===== config.mk =====
export PLATFORM = sky130hd
export DESIGN_NAME = alpha_premultiply_converter_top
export DESIGN_NICKNAME = d
export VERILOG_FILES = /design/src/hdl/apc_pkg.sv /design/src/hdl/apc_front.sv /design/src/hdl/apc_div_stage.sv /design/src/hdl/apc_back.sv /design/src/hdl/alpha_premultiply_converter_top.sv
export VERILOG_INCLUDE_DIRS = /design/src /design/src/hdl
export SDC_FILE = /design/constraint.sdc
export NUM_CORES = 1
export LEC_CHECK = 0
export ABC_CLOCK_PERIOD_IN_PS = 9020
export BUFFER_PORTS_ARGS = -buffer_cell sky130_fd_sc_hd__buf_2
export CORE_ASPECT_RATIO = 1.2
export CORE_MARGIN = 2
export CORE_UTILIZATION = 45
export DETAILED_ROUTE_END_ITERATION = 7
export PLACE_DENSITY = 0.58
export SKIP_LAST_GASP = 1
export SLEW_MARGIN = 20
export SYNTH_ARGS = -nofsm -noshare
export SYNTH_HDL_FRONTEND = slang
export SYNTH_SLANG_ARGS = --single-unit

===== constraint.sdc =====
create_clock -name clk -period 9.02 [get_ports clk]
set_input_delay 1.804 -clock clk [delete_from_list [all_inputs] [get_ports clk]]
set_output_delay 1.804 -clock clk [all_outputs]
set_load 0.1 [all_outputs]

===== src/hdl/alpha_premultiply_converter_top_defines.svh =====
// ----------------------------------------------------------------------------
// alpha premultiply converter assertion macros
// shared concurrent assertion forms, sampled on clk
// ----------------------------------------------------------------------------
`ifndef ALPHA_PREMULTIPLY_CONVERTER_TOP_DEFINES_SVH
`define ALPHA_PREMULTIPLY_CONVERTER_TOP_DEFINES_SVH

// same-cycle implication, off during reset
`define APC_ASSERT_IMPL(lbl, ante, cons, msg) \
  lbl: assert property (@(posedge clk) disable iff (!rst_n) (ante) |-> (cons)) \
    else $error(msg);

// next-cycle implication, off during reset
`define APC_ASSERT_NEXT(lbl, ante, cons, msg) \
  lbl: assert property (@(posedge clk) disable iff (!rst_n) (ante) |=> (cons)) \
    else $error(msg);

// next-cycle implication, checked during reset too
`define APC_ASSERT_NEXT_RAW(lbl, ante, cons, msg) \
  lbl: assert property (@(posedge clk) (ante) |=> (cons)) \
    else $error(msg);

`endif


===== src/hdl/apc_pkg.sv =====
// ----------------------------------------------------------------------------
// apc_pkg
// types, codes and arithmetic helpers of the alpha premultiply converter
// ----------------------------------------------------------------------------
package apc_pkg;

  localparam int unsigned COMPONENTS = 4;
  localparam int unsigned NUM_COLORS = COMPONENTS - 1;

  localparam int unsigned CFG_IDX_W  = 1;
  localparam int unsigned CFG_DATA_W = 2;

  localparam logic [CFG_IDX_W-1:0] CFG_ALPHA_MODE = 1'd0;
  localparam logic [CFG_IDX_W-1:0] CFG_DIRECTION  = 1'd1;

  localparam logic [1:0] MODE_NONE   = 2'd0;
  localparam logic [1:0] MODE_MASK   = 2'd1;
  localparam logic [1:0] MODE_ALPHA8 = 2'd2;

  localparam logic DIR_FWD = 1'b0;
  localparam logic DIR_BWD = 1'b1;

  localparam logic [7:0] FULL_ALPHA = 8'd255;

  typedef enum logic [2:0] {
    OP_PASS,
    OP_MASK_FWD,
    OP_MASK_BWD,
    OP_MUL,
    OP_DIV
  } op_t;

  typedef struct packed {
    logic [7:0] alpha_in;
    logic [7:0] red_in;
    logic [7:0] green_in;
    logic [7:0] blue_in;
  } in_item_t;

  typedef struct packed {
    logic [7:0] alpha_out;
    logic [7:0] red_out;
    logic [7:0] green_out;
    logic [7:0] blue_out;
  } out_item_t;

  // work holds the color, the product or the running remainder and quotient
  typedef struct packed {
    logic        ovf;
    logic [15:0] work;
  } lane_t;

  typedef struct packed {
    op_t                        op;
    logic [7:0]                 alpha;
    lane_t [NUM_COLORS-1:0]     lane;
  } stg_t;

  // one restoring division step: remainder in the upper byte, quotient shifts in
  function automatic logic [15:0] div_step(logic [15:0] w, logic [7:0] a);
    logic [16:0] t;
    logic [8:0]  hi;
    t  = {w, 1'b0};
    hi = t[16:8];
    if (hi >= {1'b0, a}) begin
      hi   = hi - {1'b0, a};
      t[0] = 1'b1;
    end
    return {hi[7:0], t[7:0]};
  endfunction

endpackage


===== src/hdl/apc_front.sv =====
// ----------------------------------------------------------------------------
// apc_front
// entry register with mode decode, then product or scaled dividend per color
// ----------------------------------------------------------------------------
module apc_front
  import apc_pkg::*;
(
  input  logic       clk,
  input  logic       rst_n,
  input  logic       in_valid,
  output logic       in_ready,
  input  in_item_t   in_item,
  input  logic [1:0] alpha_mode,
  input  logic       direction,
  output logic       dn_valid,
  output stg_t       dn_stg,
  input  logic       dn_ready
);

  logic s0_valid_r;
  stg_t s0_r;
  stg_t s0_nxt;
  logic s0_ready;
  logic s1_valid_r;
  stg_t s1_r;
  stg_t s1_nxt;
  logic s1_ready;
  op_t  op_dec;

  always_comb begin
    unique case (alpha_mode)
      MODE_ALPHA8: op_dec = (direction == DIR_BWD) ? OP_DIV : OP_MUL;
      MODE_MASK:   op_dec = (direction == DIR_BWD) ? OP_MASK_BWD : OP_MASK_FWD;
      default:     op_dec = OP_PASS;
    endcase
  end

  always_comb begin
    s0_nxt.op           = op_dec;
    s0_nxt.alpha        = in_item.alpha_in;
    s0_nxt.lane[2].ovf  = 1'b0;
    s0_nxt.lane[2].work = {8'd0, in_item.red_in};
    s0_nxt.lane[1].ovf  = 1'b0;
    s0_nxt.lane[1].work = {8'd0, in_item.green_in};
    s0_nxt.lane[0].ovf  = 1'b0;
    s0_nxt.lane[0].work = {8'd0, in_item.blue_in};
  end

  always_comb begin
    logic [7:0]  c;
    logic [15:0] n;
    s1_nxt = s0_r;
    for (int i = 0; i < NUM_COLORS; i++) begin
      c = s0_r.lane[i].work[7:0];
      n = {c, 8'd0} - {8'd0, c};
      case (s0_r.op)
        OP_MUL: begin
          s1_nxt.lane[i].work = 16'(c) * 16'(s0_r.alpha);
        end
        OP_DIV: begin
          s1_nxt.lane[i].work = n;
          s1_nxt.lane[i].ovf  = (n[15:8] >= s0_r.alpha);
        end
        default: begin
          s1_nxt.lane[i] = s0_r.lane[i];
        end
      endcase
    end
  end

  assign s1_ready = !s1_valid_r || dn_ready;
  assign s0_ready = !s0_valid_r || s1_ready;
  assign in_ready = s0_ready;

  always_ff @(posedge clk) begin
    if (!rst_n) begin
      s0_valid_r <= 1'b0;
      s1_valid_r <= 1'b0;
    end else begin
      if (s0_ready) begin
        s0_valid_r <= in_valid;
      end
      if (s1_ready) begin
        s1_valid_r <= s0_valid_r;
      end
    end
  end

  always_ff @(posedge clk) begin
    if (s0_ready && in_valid) begin
      s0_r <= s0_nxt;
    end
    if (s1_ready && s0_valid_r) begin
      s1_r <= s1_nxt;
    end
  end

  assign dn_valid = s1_valid_r;
  assign dn_stg   = s1_r;

endmodule


===== src/hdl/apc_div_stage.sv =====
// ----------------------------------------------------------------------------
// apc_div_stage
// pipeline stage that runs two restoring division steps on each color of a divide item
// ----------------------------------------------------------------------------
module apc_div_stage
  import apc_pkg::*;
(
  input  logic clk,
  input  logic rst_n,
  input  logic up_valid,
  output logic up_ready,
  input  stg_t up_stg,
  output logic dn_valid,
  output stg_t dn_stg,
  input  logic dn_ready
);

  logic valid_r;
  stg_t stg_r;
  stg_t stg_nxt;

  always_comb begin
    stg_nxt = up_stg;
    if (up_stg.op == OP_DIV) begin
      for (int i = 0; i < NUM_COLORS; i++) begin
        stg_nxt.lane[i].work =
          div_step(div_step(up_stg.lane[i].work, up_stg.alpha), up_stg.alpha);
      end
    end
  end

  assign up_ready = !valid_r || dn_ready;

  always_ff @(posedge clk) begin
    if (!rst_n) begin
      valid_r <= 1'b0;
    end else if (up_ready) begin
      valid_r <= up_valid;
    end
  end

  always_ff @(posedge clk) begin
    if (up_ready && up_valid) begin
      stg_r <= stg_nxt;
    end
  end

  assign dn_valid = valid_r;
  assign dn_stg   = stg_r;

endmodule


===== src/hdl/apc_back.sv =====
// ----------------------------------------------------------------------------
// apc_back
// last division steps, divide-by-255 rounding and result select into the
// output register
// ----------------------------------------------------------------------------
module apc_back
  import apc_pkg::*;
(
  input  logic      clk,
  input  logic      rst_n,
  input  logic      up_valid,
  output logic      up_ready,
  input  stg_t      up_stg,
  output logic      out_valid,
  output out_item_t out_item,
  input  logic      out_stall
);

  logic       valid_r;
  out_item_t  item_r;
  out_item_t  item_nxt;
  logic [7:0] col [NUM_COLORS];
  logic [7:0] alpha_res;

  always_comb begin
    logic [15:0] q;
    logic [24:0] t;
    for (int i = 0; i < NUM_COLORS; i++) begin
      q = div_step(div_step(up_stg.lane[i].work, up_stg.alpha), up_stg.alpha);
      t = {1'b0, up_stg.lane[i].work, 8'd0} + 25'(up_stg.lane[i].work)
          + 25'(FULL_ALPHA);
      case (up_stg.op)
        OP_MUL: begin
          col[i] = t[23:16];
        end
        OP_DIV: begin
          if (up_stg.alpha == 8'd0) begin
            col[i] = 8'd0;
          end else if (up_stg.lane[i].ovf) begin
            col[i] = FULL_ALPHA;
          end else begin
            col[i] = q[7:0];
          end
        end
        default: begin
          col[i] = up_stg.lane[i].work[7:0];
        end
      endcase
    end
  end

  always_comb begin
    case (up_stg.op)
      OP_MASK_FWD: alpha_res = up_stg.alpha[0] ? FULL_ALPHA : 8'd0;
      OP_MASK_BWD: alpha_res = {7'd0, (up_stg.alpha != 8'd0)};
      default:     alpha_res = up_stg.alpha;
    endcase
  end

  always_comb begin
    item_nxt.alpha_out = alpha_res;
    item_nxt.red_out   = col[2];
    item_nxt.green_out = col[1];
    item_nxt.blue_out  = col[0];
  end

  assign up_ready = !valid_r || !out_stall;

  always_ff @(posedge clk) begin
    if (!rst_n) begin
      valid_r <= 1'b0;
    end else if (up_ready) begin
      valid_r <= up_valid;
    end
  end

  always_ff @(posedge clk) begin
    if (up_ready && up_valid) begin
      item_r <= item_nxt;
    end
  end

  assign out_valid = valid_r;
  assign out_item  = item_r;

endmodule


===== src/hdl/alpha_premultiply_converter_top.sv =====
// pipeline: six register stages from the entry register to the output register
// throughput: one item per cycle while out_stall is low; the eight quotient bits of the
// unpremultiply divide are spread two per stage over the last four stages
// in_stall rises only when every stage holds an item and out_stall is high
// reset (synchronous, rst_n low) empties the pipeline and sets alpha_mode and
// direction to zero
// ----------------------------------------------------------------------------
// alpha_premultiply_converter_top
// argb pixel converter between separate alpha and premultiplied alpha
// ----------------------------------------------------------------------------
`include "alpha_premultiply_converter_top_defines.svh"

module alpha_premultiply_converter_top
  import apc_pkg::*;
(
  input  logic                  clk,
  input  logic                  rst_n,
  input  logic                  in_valid,
  output logic                  in_stall,
  input  in_item_t              in_item,
  output logic                  out_valid,
  input  logic                  out_stall,
  output out_item_t             out_item,
  input  logic                  cfg_valid,
  output logic                  cfg_ready,
  input  logic [CFG_IDX_W-1:0]  cfg_index,
  input  logic [CFG_DATA_W-1:0] cfg_wdata
);

  logic [1:0] alpha_mode_r;
  logic       direction_r;
  logic       in_ready;
  logic       s1_valid;
  stg_t       s1_stg;
  logic       s1_ready;
  logic       s2_valid;
  stg_t       s2_stg;
  logic       s2_ready;
  logic       s3_valid;
  stg_t       s3_stg;
  logic       s3_ready;
  logic       s4_valid;
  stg_t       s4_stg;
  logic       s4_ready;

  assign cfg_ready = 1'b1;

  always_ff @(posedge clk) begin
    if (!rst_n) begin
      alpha_mode_r <= MODE_NONE;
      direction_r  <= DIR_FWD;
    end else if (cfg_valid && cfg_ready) begin
      unique case (cfg_index)
        CFG_ALPHA_MODE: alpha_mode_r <= cfg_wdata[1:0];
        CFG_DIRECTION:  direction_r  <= cfg_wdata[0];
      endcase
    end
  end

  apc_front u_front (
    .clk        (clk),
    .rst_n      (rst_n),
    .in_valid   (in_valid),
    .in_ready   (in_ready),
    .in_item    (in_item),
    .alpha_mode (alpha_mode_r),
    .direction  (direction_r),
    .dn_valid   (s1_valid),
    .dn_stg     (s1_stg),
    .dn_ready   (s1_ready)
  );

  apc_div_stage u_div_a (
    .clk      (clk),
    .rst_n    (rst_n),
    .up_valid (s1_valid),
    .up_ready (s1_ready),
    .up_stg   (s1_stg),
    .dn_valid (s2_valid),
    .dn_stg   (s2_stg),
    .dn_ready (s2_ready)
  );

  apc_div_stage u_div_b (
    .clk      (clk),
    .rst_n    (rst_n),
    .up_valid (s2_valid),
    .up_ready (s2_ready),
    .up_stg   (s2_stg),
    .dn_valid (s3_valid),
    .dn_stg   (s3_stg),
    .dn_ready (s3_ready)
  );

  apc_div_stage u_div_c (
    .clk      (clk),
    .rst_n    (rst_n),
    .up_valid (s3_valid),
    .up_ready (s3_ready),
    .up_stg   (s3_stg),
    .dn_valid (s4_valid),
    .dn_stg   (s4_stg),
    .dn_ready (s4_ready)
  );

  apc_back u_back (
    .clk       (clk),
    .rst_n     (rst_n),
    .up_valid  (s4_valid),
    .up_ready  (s4_ready),
    .up_stg    (s4_stg),
    .out_valid (out_valid),
    .out_item  (out_item),
    .out_stall (out_stall)
  );

  assign in_stall = !in_ready;

  `APC_ASSERT_NEXT_RAW(a_reset_empties, !rst_n, !out_valid, "output valid right after reset")
  `APC_ASSERT_IMPL(a_full_stalls, s4_valid && out_valid && out_stall, !s4_ready, "item moved into a stalled output")
  `APC_ASSERT_NEXT(a_mask_bit, s4_valid && s4_ready && s4_stg.op == OP_MASK_BWD, out_item.alpha_out[7:1] == 7'd0, "mask result wider than one bit")
  `APC_ASSERT_NEXT(a_div_zero, s4_valid && s4_ready && s4_stg.op == OP_DIV && s4_stg.alpha == 8'd0, out_item.red_out == 8'd0 && out_item.green_out == 8'd0 && out_item.blue_out == 8'd0, "zero alpha gave nonzero colors")

endmodule

== Yosys cells after proc, flatten, opt, wreduce, memory -nomap -nowiden ==
Cells that the tools add are included.

* Flip-flop bits (word level): 324
* Latch bits: 0
* RAM bits: 0
* ROM bits: 0
* Input port bits: 40
* Output and inout port bits: 35
* Word-level logic and storage cells: 225
* Memories: 0

* Add/subtract/negate cells: 30
* Multiply operators: 3
* Div/mod/pow operators: 0
* Magnitude comparators: 27
* Equal/unequal tests: 11
* Shift operators: 0
* Muxes and demuxes: 80
* Bitwise operators: 1
* Reduce and logical (&&, ||, !) cells: 24

{| class="wikitable"
|+ Operators with widths
! operator !! number
|-
| 2-to-1 mux 8 bit || 37
|-
| greater-or-equal comparator 9 x 8 -> 1 bit || 24
|-
| subtractor 8 bit || 21
|-
| 2-to-1 mux 16 bit || 9
|-
| case mux 16 bit (2 select lines) || 3
|-
| adder 24 x 16 -> 24 bit || 3
|-
| adder 24 x 8 -> 24 bit, second input constant || 3
|-
| case mux 8 bit (2 select lines) || 4
|-
| multiplier 8 x 8 -> 16 bit || 3
|-
| subtractor 16 x 8 -> 16 bit || 3
|-
| greater-or-equal comparator 8 bit || 3
|-
| 2-to-1 mux 1 bit || 24
|-
| equality test 3 bit, second input constant || 5
|-
| equality test 3 x 2 -> 1 bit, second input constant || 3
|-
| logical NOT 1 bit || 8
|-
| logical NOT 8 bit || 1
|-
| nonzero test 8 bit || 1
|-
| logical AND 1 bit || 6
|-
| logical OR 1 bit || 6
|-
| case mux 3 bit (2 select lines) || 1
|-
| AND reduction 2 bit || 2
|-
| equality test 3 x 1 -> 1 bit, second input constant || 1
|-
| 2-to-1 mux 3 bit || 1
|-
| equality test 2 x 1 -> 1 bit, second input constant || 1
|-
| 3 further kinds || 3
|}

== Logic depth before layout (Yosys ltp) ==
Gate-level depths: netlist of the first run.

* Depth after elaboration: 8
* Depth in mapped cells: 19
* Depth with buffers taken out: 19

== Cells and area by module ==
A second synthesis of the first run with hierarchy kept.

* Cells, all modules: 3276
* Area total of the unflattened synthesis: 31056.0 um^2

{| class="wikitable"
|+ Modules (own cells, without submodules)
! module !! times used !! cells each !! area each (um^2) !! seq. area each (um^2)
|-
| apc_front || 1 || 1123 || 10989.3 || 2952.8
|-
| apc_div_stage at u_div_a ... || 2 || 544 || 5171.2 || 1881.8
|-
| apc_div_stage at u_div_c || 1 || 518 || 5036.1 || 1881.8
|-
| apc_back || 1 || 531 || 4544.4 || 980.9
|-
| alpha_premultiply_converter_top || 1 || 16 || 143.9 || 60.1
|}

== Worst setup path before layout of the first run ==
OpenSTA, ideal clock, no wires.

* Kind: input -> register
* From: in out_stall
* To: reg u_front.s1_r, in the netlist u_front.dn_stg[0] (enable)
* Library setup time: 0.577 ns
* Arrival time: 6.770 ns
* Required time: 8.443 ns
* Slack: 1.673 ns
* Stages: 3
* Path buffers: 0
* Path through: and3_1 and3_1 a21boi_0

* Cells in the longest elaborated chain, start to end: 7

{| class="wikitable"
|+ Ends and longest elaborated chain
! what !! line !! RTL
|-
| start: declaration || alpha_premultiply_converter_top.sv:22 || <nowiki>input logic out_stall,</nowiki>
|-
| logical NOT 1 bit || apc_back.sv:67 || <nowiki>assign up_ready = !valid_r || !out_stall;</nowiki>
|-
| logical OR 1 bit || apc_back.sv:67 ||
|-
| logical OR 1 bit (3 in a row) || apc_div_stage.sv:32 || <nowiki>assign up_ready = !valid_r || dn_ready;</nowiki>
|-
| logical OR 1 bit || apc_front.sv:71 || <nowiki>assign s1_ready = !s1_valid_r || dn_ready;</nowiki>
|-
| logical AND 1 bit || apc_front.sv:93 || <nowiki>if (s1_ready && s0_valid_r) begin</nowiki>
|-
| end signal: assignment || apc_front.sv:94 || <nowiki>s1_r <= s1_nxt;</nowiki>
|-
| end: declaration || apc_front.sv:25 || <nowiki>stg_t s1_r;</nowiki>
|}

No other way between the ends.
A chain may end at the register's enable or synchronous reset.

==> results of run 1 <==
## power groups by stage
stage	clock (mW)	combinational, mW	sequential, mW
finish	1.53	2.13	1.81
global route	1.63	2.42	1.81
global placement	0	2.09	1.84
CTS	1.58	2.14	1.80
floorplan	0	1.67	1.79
detailed placement	0	2.12	1.84
## stage by stage
stage	power [mW]	std cells	hold slack [ns]
2_1_floorplan	3.453	3212	0.4003
3_3_place_gp	3.927	4094	0.4061
3_5_place_dp	3.961	4094	0.4045
4_1_cts	5.523	4162	0.4193
5_1_grt	5.860	4164	0.4369
6_report	5.464	4164	0.4189
## state kept, by name (all words and copies together) (netlist names), 2 cells and up
| signal | cells |
|---|---|
| alpha_mode_r | 2 |
| u_back.out_item | 32 |
| u_div_a.dn_stg | 62 |
| u_div_b.dn_stg | 62 |
| u_div_c.dn_stg | 62 |
| u_front.dn_stg | 62 |
| u_front.s0_r | 35 |
## placed cells by master, fill, tap and decap left out, drive strengths merged, types with 44 or more instances in the layout
cell    count
a21o       72
a21oi     173
and2      127
buf        95
clkbuf     44
edfxtp    315
fa        129
ha        353
inv       268
mux2i      56
nand2     422
nand2b     46
nand3      46
nor2      186
nor2b      46
nor3       57
o21ai     259
xnor2      88
xor2       65
## how the worst max path moves through the flow
stage | startpoint | to | depth (start not counted)
global route | u_front.dn_stg[52] | u_div_a.dn_stg[32] | 16
finish | u_front.s0_r[56] | u_front.dn_stg[47] | 16
global placement | u_front.s0_r[56] | u_front.dn_stg[30] | 16
detailed placement | u_front.dn_stg[52] | u_div_a.dn_stg[26] | 16
CTS | u_front.dn_stg[52] | u_div_a.dn_stg[26] | 16
floorplan | out_stall | u_front.dn_stg[0] | 3
## logic make-up (layout without fill, tap and decap cells)
| kind of cell | after synthesis | count (layout) | synth area share (%) |
|---|---|---|---|
| and+or+nand+nor | 1033 | 1033 | 16.35 |
| AOI/OAI and AO/OA | 754 | 754 | 15.92 |
| adders and majority gates | 482 | 482 | 23.31 |
| buffers and inverters | 379 | 439 | 4.854 |
| DFF | 324 | 324 | 32.10 |
| xor gates and xnor gates | 153 | 153 | 4.462 |
| muxes | 86 | 86 | 3.004 |
| other | 1 | 1 | 0.01249 |
## cell type report
type	instances	area (µm²)	area share [%]
multi-input cells	2509	19000	58.34
clock buffers	44	1016	3.119
well taps	892	1116	3.426
clock inverters	24	201.4	0.6184
flip-flops and latches	324	9639	29.59
repair buffers	95	563.0	1.729
inverters	276	1036	3.180
## routing by layer
layer	vias up	GRT usage [%]	share of wire, %
met3	204	2.852	3.5
met2	551	45.12	51
met1	11480	28.03	40
met4	0	12.33	5.5
li1	11430	-	-
met5	-	0	0
## synth_stat cells, types with 72 or more instances
library cell,instances,area (µm²)
clkbuf_1,85,319.1
nand2_1,421,1580
nor2_1,185,694.4
xnor2_1,88,770.7
a21o_1,72,540.5
fa_1,129,2582
and2_1,127,794.5
ha_1,353,4417
edfxtp_1,315,9459
inv_1,265,994.7
a21oi_1,170,850.8
o21ai_0,226,1131
==> out/qor.csv, run 1 <==
metric,value,unit
Pint,3.490,mW
top_reg_cell synth,edfxtp_1,
Post-synth EDFFs,315,
final period utilization,63.55,%
initial core utilization,45.52,%
crit start category,register,
worst skew pair latency,0.57,ns
Detail Route Antenna Nets,0,
ratio of cells with drive above 1 in the final layout,6.754,%
Die ar.,68830,µm²
initial antenna violation count,0,
Unique masters post-synth,85,
synthesized area per cell,9.350,µm²
Fin Setup TNS,0,ns
CP max stage cell,edfxtp_1,
Vias,23670,
synthesized flop and latch total,324,
Placed Area,31310,µm²
Max Freq,174.5,MHz
diode count,0,
Hold Startpoint,u_front.dn_stg[16],
clock skew,0.02238,ns
clock group share of total power,27.9,%
DRT Pass-1 Iters,5,
final hold viol count,0,
Pins Over Slew Limit,0,
H-tree Lvls,2,
largest net degree at the start of global routing,73,
fin util,49.37,%
CP most frequent cell,inv_1,
PortBufs,73,
Clock Path Buffers,3,
Worst-path clk slew,0.06,ns
crit-path cells,clkinv_1 -> nor2_1 -> ha_1 -> inv_1 -> fa_1 -> inv_1 -> fa_1 -> inv_1 -> fa_1 -> inv_1 -> ha_1 -> a2111oi_0 -> nor3_1 -> a311o_1 -> or2_0 -> a32o_1,
Setup Buffers After CTS,0,
critical path data required time,9.33,ns
Crit path max-delay family,adder cells,
fin crit period,5.732,ns
DP HPWL,64.94,mm
DRT iter0 DRCs,1364,
num rows,103,
# DRC,0,
WHS Path Cells,0,
Final setup viols,0,
nets,3767,
Hold EP,u_div_a.dn_stg[16],
DP Worst Slack,3.235,ns
maximum fanout along the worst path,18,
die width,239.8,µm
CTS tree,done,
Final GP Congestion,0.8843,
crit path kind,reg -> reg,
Worst Tran Pin Value,1.131,ns
fraction of registers with async set/reset,0,%
Routed WL,83.24,mm
setup slack after layout,3.288,ns
part of the power in registers,33.0,%
status,"complete, no violations",
depth of the most critical reg-to-reg path,16,
synthesized net count,3734,
sequential area share after synthesis,32.10,%
vias in the first global route,24380,
Critical Path Max Stage Delay,0.83,ns
Comb pwr share,39.0,%
final instance area,32570,µm²
Die Ht,287.0,µm
worst path buffer plus inverter count,5,
Layout fillers,6201,
Core Region,65980,µm²
Critical Path AT,6.04,ns
power per cell area,167.8,nW/µm²
GRT Total Usage,24.57,%
reg2reg start,u_front.s0_r[56],
Area growth syn-to-layout,8.461,%
Hold Buf Count CTS,0,
NetSw,1.974,mW
CTS resizes,0,
Avg Vias per Cell,5.684,
cell area after synthesis,30030,µm²
LEAKAGE,13.94,nW
RSZ-0062 raised after global routing,false,
Hold WC Path Type,reg -> reg,
global-route wire length before repair,132.5,mm
Mapped Cells,3212,
Critical Path End Type,register,
reg2reg setup slack,3.29,ns
WL/cell,19.99,µm
Worst slew margin,24.32,%
r2r endpoint,u_front.dn_stg[47],
peak supply drop,0.0001777,V
Max-Cap Viols,0,
Switching Share,36.13,%
Ports,75,
synth warn,0,
gr ovfl total,0,
clock root cell,clkbuf_16,
Num CTS Buffers,39,
clk sinks,324,
No activity file was read; power rests on OpenSTA's default activity.
==> run 2: changes to the inputs <==
ABC_CLOCK_PERIOD_IN_PS = 4650   (was 9020)
PLACE_DENSITY = 0.6   (was 0.58)
clock period = 4.65 ns   (was 9.02 ns; I/O delays follow)
==> run 2 against run 1 <==
  * The flow now finishes with violations (negative setup slack)
  * Critical path depth rose by 3
  * Flip-flop and latch count did not move
  * Routed wire length rose by 7.5%
  * Via count rose by 4.4%
  * Sequential power rose by 89%
  * Critical endpoint is now u_front.dn_stg[13]
  * Largest cell class unchanged
  * Largest power group unchanged
==> out/qor.csv, run 2 (synthesis gave the netlist of run 1 again) <==
metric,value,unit,change
Hold EP,u_div_a.dn_stg[33],,was u_div_a.dn_stg[16]
Comb pwr share,47.6,%,was 39.0%
Hold Buf Count CTS,0,,unchanged
global-route wire length before repair,139.2,mm,was 132.5 mm
most frequent cells in the layout,"nand2_1, ha_1, edfxtp_1, buf_4, inv_1",,"was nand2_1, ha_1, edfxtp_1, inv_1, o21ai_0"
clock root cell,clkbuf_16,,unchanged
ratio of cells with drive above 1 in the final layout,17.91,%,was 6.754%
fin crit period,4.650,ns,was 5.732 ns
final instance area,35600,µm²,was 32570 µm²
nets,4039,,was 3767
Critical Path Max Stage Delay,0.54,ns,was 0.83 ns
NetSw,4.426,mW,was 1.974 mW
Worst slew margin,31.72,%,was 24.32%
critical path data required time,4.99,ns,was 9.33 ns
final period utilization,100.0,%,was 63.55%
Ports,75,,unchanged
Routed WL,89.51,mm,was 83.24 mm
setup slack after layout,-0.0001501,ns,was 3.288 ns
Pins Over Slew Limit,0,,unchanged
Detail Route Antenna Nets,0,,unchanged
Clock Path Buffers,3,,unchanged
Max-Cap Viols,0,,unchanged
power per cell area,345.0,nW/µm²,was 167.8 nW/µm²
Vias,24720,,was 23670
diode count,0,,unchanged
"most common cell after layout, fill and taps aside",nand2_1,,unchanged
Critical Path End Type,register,,unchanged
Hold WC Path Type,reg -> reg,,unchanged
clock skew,0.02861,ns,was 0.02238 ns
Hold Startpoint,u_front.dn_stg[33],,was u_front.dn_stg[16]
H-tree Lvls,2,,unchanged
Avg Vias per Cell,5.572,,was 5.684
Placed Area,33130,µm²,was 31310 µm²
worst path buffer plus inverter count,8,,was 5
initial core utilization,45.52,%,unchanged
peak supply drop,0.0003292,V,was 0.0001777 V
final hold viol count,0,,unchanged
DRT iter0 DRCs,1320,,was 1364
failing checks,negative setup slack,,
fin util,53.95,%,was 49.37%
DP Worst Slack,-0.2676,ns,was 3.235 ns
PortBufs,73,,unchanged
clk sinks,324,,unchanged
DRT Pass-1 Iters,8,,was 5
gr ovfl total,0,,unchanged
WL/cell,20.17,µm,was 19.99 µm
CP most frequent cell,fa_1,,was inv_1
reg2reg setup slack,-0.0002,ns,was 3.29 ns
Final setup viols,1,,was 0
largest net degree at the start of global routing,63,,was 73
Core Region,65980,µm²,unchanged
Switching Share,36.04,%,was 36.13%
part of the power in registers,27.9,%,was 33.0%
num rows,103,,unchanged
Final GP Congestion,0.9296,,was 0.8843
crit path kind,reg -> reg,,unchanged
worst skew pair latency,0.59,ns,was 0.57 ns
GRT Total Usage,26.03,%,was 24.57%
worst hold slack,0.4248,ns,was 0.4189 ns
DP HPWL,70.91,mm,was 64.94 mm
LEAKAGE,15.39,nW,was 13.94 nW
Crit path max-delay family,adder cells,,unchanged
crit-path cells,buf_6 -> buf_4 -> and2_4 -> fa_1 -> inv_2 -> fa_1 -> inv_1 -> fa_1 -> inv_1 -> fa_1 -> inv_2 -> ha_4 -> inv_2 -> o21a_1 -> nor3_2 -> a311o_1 -> buf_4 -> nand2_4 -> a32o_1,,was clkinv_1 -> nor2_1 -> ha_1 -> inv_1 -> fa_1 -> inv_1 -> fa_1 -> inv_1 -> fa_1 -> inv_1 -> ha_1 -> a2111oi_0 -> nor3_1 -> a311o_1 -> or2_0 -> a32o_1
crit start category,register,,unchanged
Worst-path clk slew,0.07,ns,was 0.06 ns
Die ar.,68830,µm²,unchanged
RSZ-0062 raised after global routing,true,,was false
total power,12.28,mW,was 5.464 mW
Num CTS Buffers,38,,was 39
clock group share of total power,24.6,%,was 27.9%
reg2reg start,u_front.s0_r[55],,was u_front.s0_r[56]
WHS Path Cells,0,,unchanged
die width,239.8,µm,unchanged
vias in the first global route,25810,,was 24380
maximum fanout along the worst path,6,,was 18
Die Ht,287.0,µm,unchanged
initial antenna violation count,0,,unchanged
Max Freq,215.0,MHz,was 174.5 MHz
r2r endpoint,u_front.dn_stg[13],,was u_front.dn_stg[47]
status,finished with violations,,"was complete, no violations"
CTS tree,done,,unchanged
Pint,7.855,mW,was 3.490 mW
# DRC,0,,unchanged
CP max stage cell,fa_1,,was edfxtp_1
Area growth syn-to-layout,18.53,%,was 8.461%
Worst Tran Pin Value,1.022,ns,was 1.131 ns
depth of the most critical reg-to-reg path,19,,was 16
Critical Path AT,4.99,ns,was 6.04 ns
[run 2: changes by cell type in the layout (fill, tap and decap cells not counted), sizes merged]
cell	delta
nand2	+1
clkbuf	-1
bufbuf	+1
buf	+271
clkinv	-4
clkinvlp	+4
bufinv	+1
[run 2: worst max path at each step]
stage                startpoint  slack (ns)  cells past startpoint            endpoint
2_1_floorplan  u_front.s0_r[54]        0.01                     16  u_front.dn_stg[30]
3_3_place_gp   u_front.s0_r[58]       -0.18                     15  u_front.dn_stg[13]
3_5_place_dp   u_front.s0_r[58]       -0.27                     15  u_front.dn_stg[13]
4_1_cts        u_front.s0_r[54]       -0.02                     18  u_front.dn_stg[13]
5_1_grt        u_front.s0_r[53]       -0.14                     21  u_front.dn_stg[30]
6_report       u_front.s0_r[55]     -0.0002                     19  u_front.dn_stg[13]
[run 2: layout make-up]
cell class	count	area, µm²
Clock buffer	43	969.7
Sequential cell	324	9639
Fill cell	5973	30390
Multi-Input combinational cell	2510	19720
Tap cell	892	1116
Clock inverter	25	266.5
Timing Repair Buffer	367	2821
Inverter	276	1067
[run 2: repair_timing]
action | 4_1_cts | 5_1_grt
setup buffers | 18 | 33
endpoints found under the setup margin | 39 | 84
gates resized for setup | 95 | 110
gates cloned | 1 | 1
pin swaps | 65 | 95
[run 2: metrics by stage]
step / cells / setup TNS, ns
6_report: 4437 / -0.0001501
5_1_grt: 4437 / -0.8374
4_1_cts: 4404 / -0.02728
3_5_place_dp: 4317 / -2.338
3_3_place_gp: 4317 / -0.8019
2_1_floorplan: 3212 / 0
[run 2: power groups by stage]
| stage | registers [mW] | logic (mW) | clock network, mW |
|---|---|---|---|
| 2_1_floorplan | 3.46 | 3.37 | 0 |
| 3_3_place_gp | 3.48 | 4.84 | 0 |
| 3_5_place_dp | 3.48 | 4.93 | 0 |
| 4_1_cts | 3.42 | 5.33 | 3.08 |
| 5_1_grt | 3.43 | 6.43 | 3.18 |
| 6_report | 3.42 | 5.84 | 3.02 |
[run 2: metal layers]
| metal | vias to the layer above | track usage (%) | share of wire, % | routed length (µm) |
|---|---|---|---|---|
| met5 | - | 0 | 0 | 0 |
| met4 | 0 | 15.96 | 7.0 | 6271 |
| met3 | 268 | 2.881 | 3.2 | 2899 |
| met2 | 612 | 49.06 | 52 | 46720 |
| met1 | 11860 | 27.57 | 38 | 33620 |
| li1 | 11980 | - | - | - |
==> run 3: changes to the inputs <==
--- a/config.mk
+++ b/config.mk
@@ -15,2 +15,3 @@
 export PLACE_DENSITY = 0.6
+export REMOVE_ABC_BUFFERS = 1
 export SKIP_LAST_GASP = 1
==> constraint.sdc (replaced) <==
create_clock -name clk -period 4.65 [get_ports clk]
set_input_delay 0.2325 -clock clk [delete_from_list [all_inputs] [get_ports clk]]
set_output_delay 0.2325 -clock clk [all_outputs]
set_load 0.1 [all_outputs]
==> run 3 against run 2 <==
  * The run still ends with negative setup slack left
  * Flip-flop and latch count unchanged
  * Routed wire length down 11%
  * Maximum frequency down 0.83%
  * Combinational power down 4.5%
  * Hold slack worse by 0.38 ns
  * Utilization up 0.19 points
  * Power down 0.86%
  * Final cell count up 0.83%
  * Non-clock buffer count up 35
  * Sequential power about the same
  * Register-to-register slack worse by 0.04 ns
  * Setup slack worse by 0.039 ns
  * Largest cell class unchanged
  * Highest routed layer unchanged
==> out/qor.csv, run 3 (synthesis gave the netlist of run 1 again) <==
metric,value,unit,change
maximum fanout along the worst path,5,,was 6
failing checks,negative setup slack,,unchanged
clock skew,0.02350,ns,was 0.02861 ns
diode count,0,,unchanged
vias in the first global route,25050,,was 25810
final hold viol count,0,,unchanged
clock group share of total power,26.1,%,was 24.6%
crit start category,register,,unchanged
final period utilization,100.8,%,was 100.0%
part of the power in registers,28.0,%,was 27.9%
Pint,7.977,mW,was 7.855 mW
H-tree Lvls,2,,unchanged
Vias,24590,,was 24720
setup slack after layout,-0.03907,ns,was -0.0001501 ns
critical path data required time,4.96,ns,was 4.99 ns
die width,239.8,µm,unchanged
Worst Setup SP,u_front.s0_r[55],,unchanged
LEAKAGE,15.51,nW,was 15.39 nW
Die Ht,287.0,µm,unchanged
Final setup viols,3,,was 1
Worst-path clk slew,0.05,ns,was 0.07 ns
Pins Over Slew Limit,0,,unchanged
Area growth syn-to-layout,18.95,%,was 18.53%
Max Freq,213.3,MHz,was 215.0 MHz
ratio of cells with drive above 1 in the final layout,16.55,%,was 17.91%
initial core utilization,45.52,%,unchanged
Critical Path End Type,register,,unchanged
Ports,75,,unchanged
Hold Startpoint,cfg_valid,,was u_front.dn_stg[33]
NetSw,4.198,mW,was 4.426 mW
CP max stage cell,fa_1,,unchanged
reg2reg start,u_front.s0_r[55],,unchanged
depth of the most critical reg-to-reg path,18,,was 19
WHS Path Cells,4,,was 0
Placed Area,33050,µm²,was 33130 µm²
Worst slew margin,29.99,%,was 31.72%
crit path kind,reg -> reg,,unchanged
global-route wire length before repair,126.8,mm,was 139.2 mm
Max-Cap Viols,0,,unchanged
# DRC,0,,unchanged
GRT Total Usage,22.96,%,was 26.03%
DRT Pass-1 Iters,5,,was 8
peak supply drop,0.0003339,V,was 0.0003292 V
Comb pwr share,45.9,%,was 47.6%
Switching Share,34.48,%,was 36.04%
Clock Path Buffers,3,,unchanged
Layout fillers,5955,,was 5973
Worst Tran Pin Value,1.050,ns,was 1.022 ns
DP HPWL,63.61,mm,was 70.91 mm
nets,4075,,was 4039
Critical Path AT,5.00,ns,was 4.99 ns
Avg Vias per Cell,5.495,,was 5.572
PortBufs,73,,unchanged
Final GP Congestion,0.9140,,was 0.9296
DRT iter0 DRCs,1200,,was 1320
most frequent cells in the layout,"nand2_1, ha_1, edfxtp_1, buf_4, inv_1",,unchanged
Critical Path Max Stage Delay,0.54,ns,about the same
Core Region,65980,µm²,unchanged
clk sinks,324,,unchanged
status,finished with violations,,unchanged
fin crit period,4.689,ns,was 4.650 ns
Hold WC Path Type,in -> reg,,was reg -> reg
clock root cell,clkbuf_16,,unchanged
"most common cell after layout, fill and taps aside",nand2_1,,unchanged
DP Worst Slack,-0.3311,ns,was -0.2676 ns
initial antenna violation count,0,,unchanged
num rows,103,,unchanged
worst skew pair latency,0.57,ns,was 0.59 ns
RSZ-0062 raised after global routing,true,,unchanged
CTS tree,done,,unchanged
Routed WL,79.45,mm,was 89.51 mm
Die ar.,68830,µm²,unchanged
Detail Route Antenna Nets,0,,unchanged
Num CTS Buffers,40,,was 38
power per cell area,340.8,nW/µm²,was 345.0 nW/µm²
final instance area,35720,µm²,was 35600 µm²
CP most frequent cell,fa_1,,unchanged
largest net degree at the start of global routing,63,,unchanged
gr ovfl total,0,,unchanged
reg2reg setup slack,-0.04,ns,was -0.0002 ns
crit-path cells,buf_6 -> buf_6 -> and2_4 -> fa_1 -> inv_1 -> fa_1 -> inv_1 -> fa_1 -> inv_2 -> fa_1 -> inv_2 -> ha_4 -> nor3_2 -> o21a_1 -> nor3_2 -> a311o_1 -> or2_4 -> a32o_1,,was buf_6 -> buf_4 -> and2_4 -> fa_1 -> inv_2 -> fa_1 -> inv_1 -> fa_1 -> inv_1 -> fa_1 -> inv_2 -> ha_4 -> inv_2 -> o21a_1 -> nor3_2 -> a311o_1 -> buf_4 -> nand2_4 -> a32o_1
WL/cell,17.76,µm,was 20.17 µm
[run 3: metal layers]
| layer | track usage, % | part of all wire (%) |
|---|---|---|
| met5 | 0 | 0 |
| met4 | 13.60 | 6.5 |
| met3 | 2.468 | 3.4 |
| met2 | 42.51 | 51 |
| met1 | 25.19 | 39 |
[run 3: critical path, delay by kind of cell, from the launching register on]
| kind | cells | cell delay, ns |
|---|---|---|
| AOI/OAI and AO/OA | 3 | 0.72 |
| adders and majority gates | 5 | 2.19 |
| buffers and inverters | 6 | 0.48 |
| DFF | 1 | 0.42 |
| and+or+nand+nor | 4 | 0.61 |
[run 3: repair_timing]
action / CTS / global route
hold buffers: 43 / 0
hold endpoints to repair: 41 / 0
cloned: 2 / 2
setup buffers: 9 / 26
gates resized for setup: 82 / 90
pin swaps: 70 / 43
setup endpoints to repair: 18 / 72
[run 3: final timing paths]
kind,to
setup / recovery,u_front.dn_stg[13]
hold reg to reg,u_div_c.dn_stg[16]
hold / removal,alpha_mode_r[1]
setup reg to reg,u_front.dn_stg[13]
[run 3: final cells by class]
cell class	count	area, µm²	area share (%)
multi-input cells	2509	19490	54.57
flip-flops and latches	324	9639	26.98
repair buffers	402	3078	8.616
well taps	892	1116	3.124
inverters	276	1062	2.974
clock buffers	50	1060	2.967
clock inverters	21	274.0	0.7670
[run 3: per-stage QoR]
step	total power, mW	std cells	utilization, %	hold WS [ns]	TNS (ns)
after floorplan	6.667	3109	-	0.3314	-202.56
after CTS	11.91	4446	53.37	0.01363	-0.09971
after detailed placement	8.213	4321	50.08	0.4057	-2.578
final	12.18	4474	54.14	0.04406	-0.09525
after global routing	13.03	4474	54.14	0.05703	-0.9921
after global placement	8.120	4321	50.08	0.4094	-1.688
[run 3: power groups by stage]
stage | Sequential, mW | Clock (mW) | Combinational [mW]
2_1_floorplan | 3.49 | 0 | 3.18
3_3_place_gp | 3.47 | 0 | 4.65
3_5_place_dp | 3.47 | 0 | 4.74
4_1_cts | 3.41 | 3.28 | 5.22
5_1_grt | 3.42 | 3.37 | 6.24
6_report | 3.41 | 3.18 | 5.58
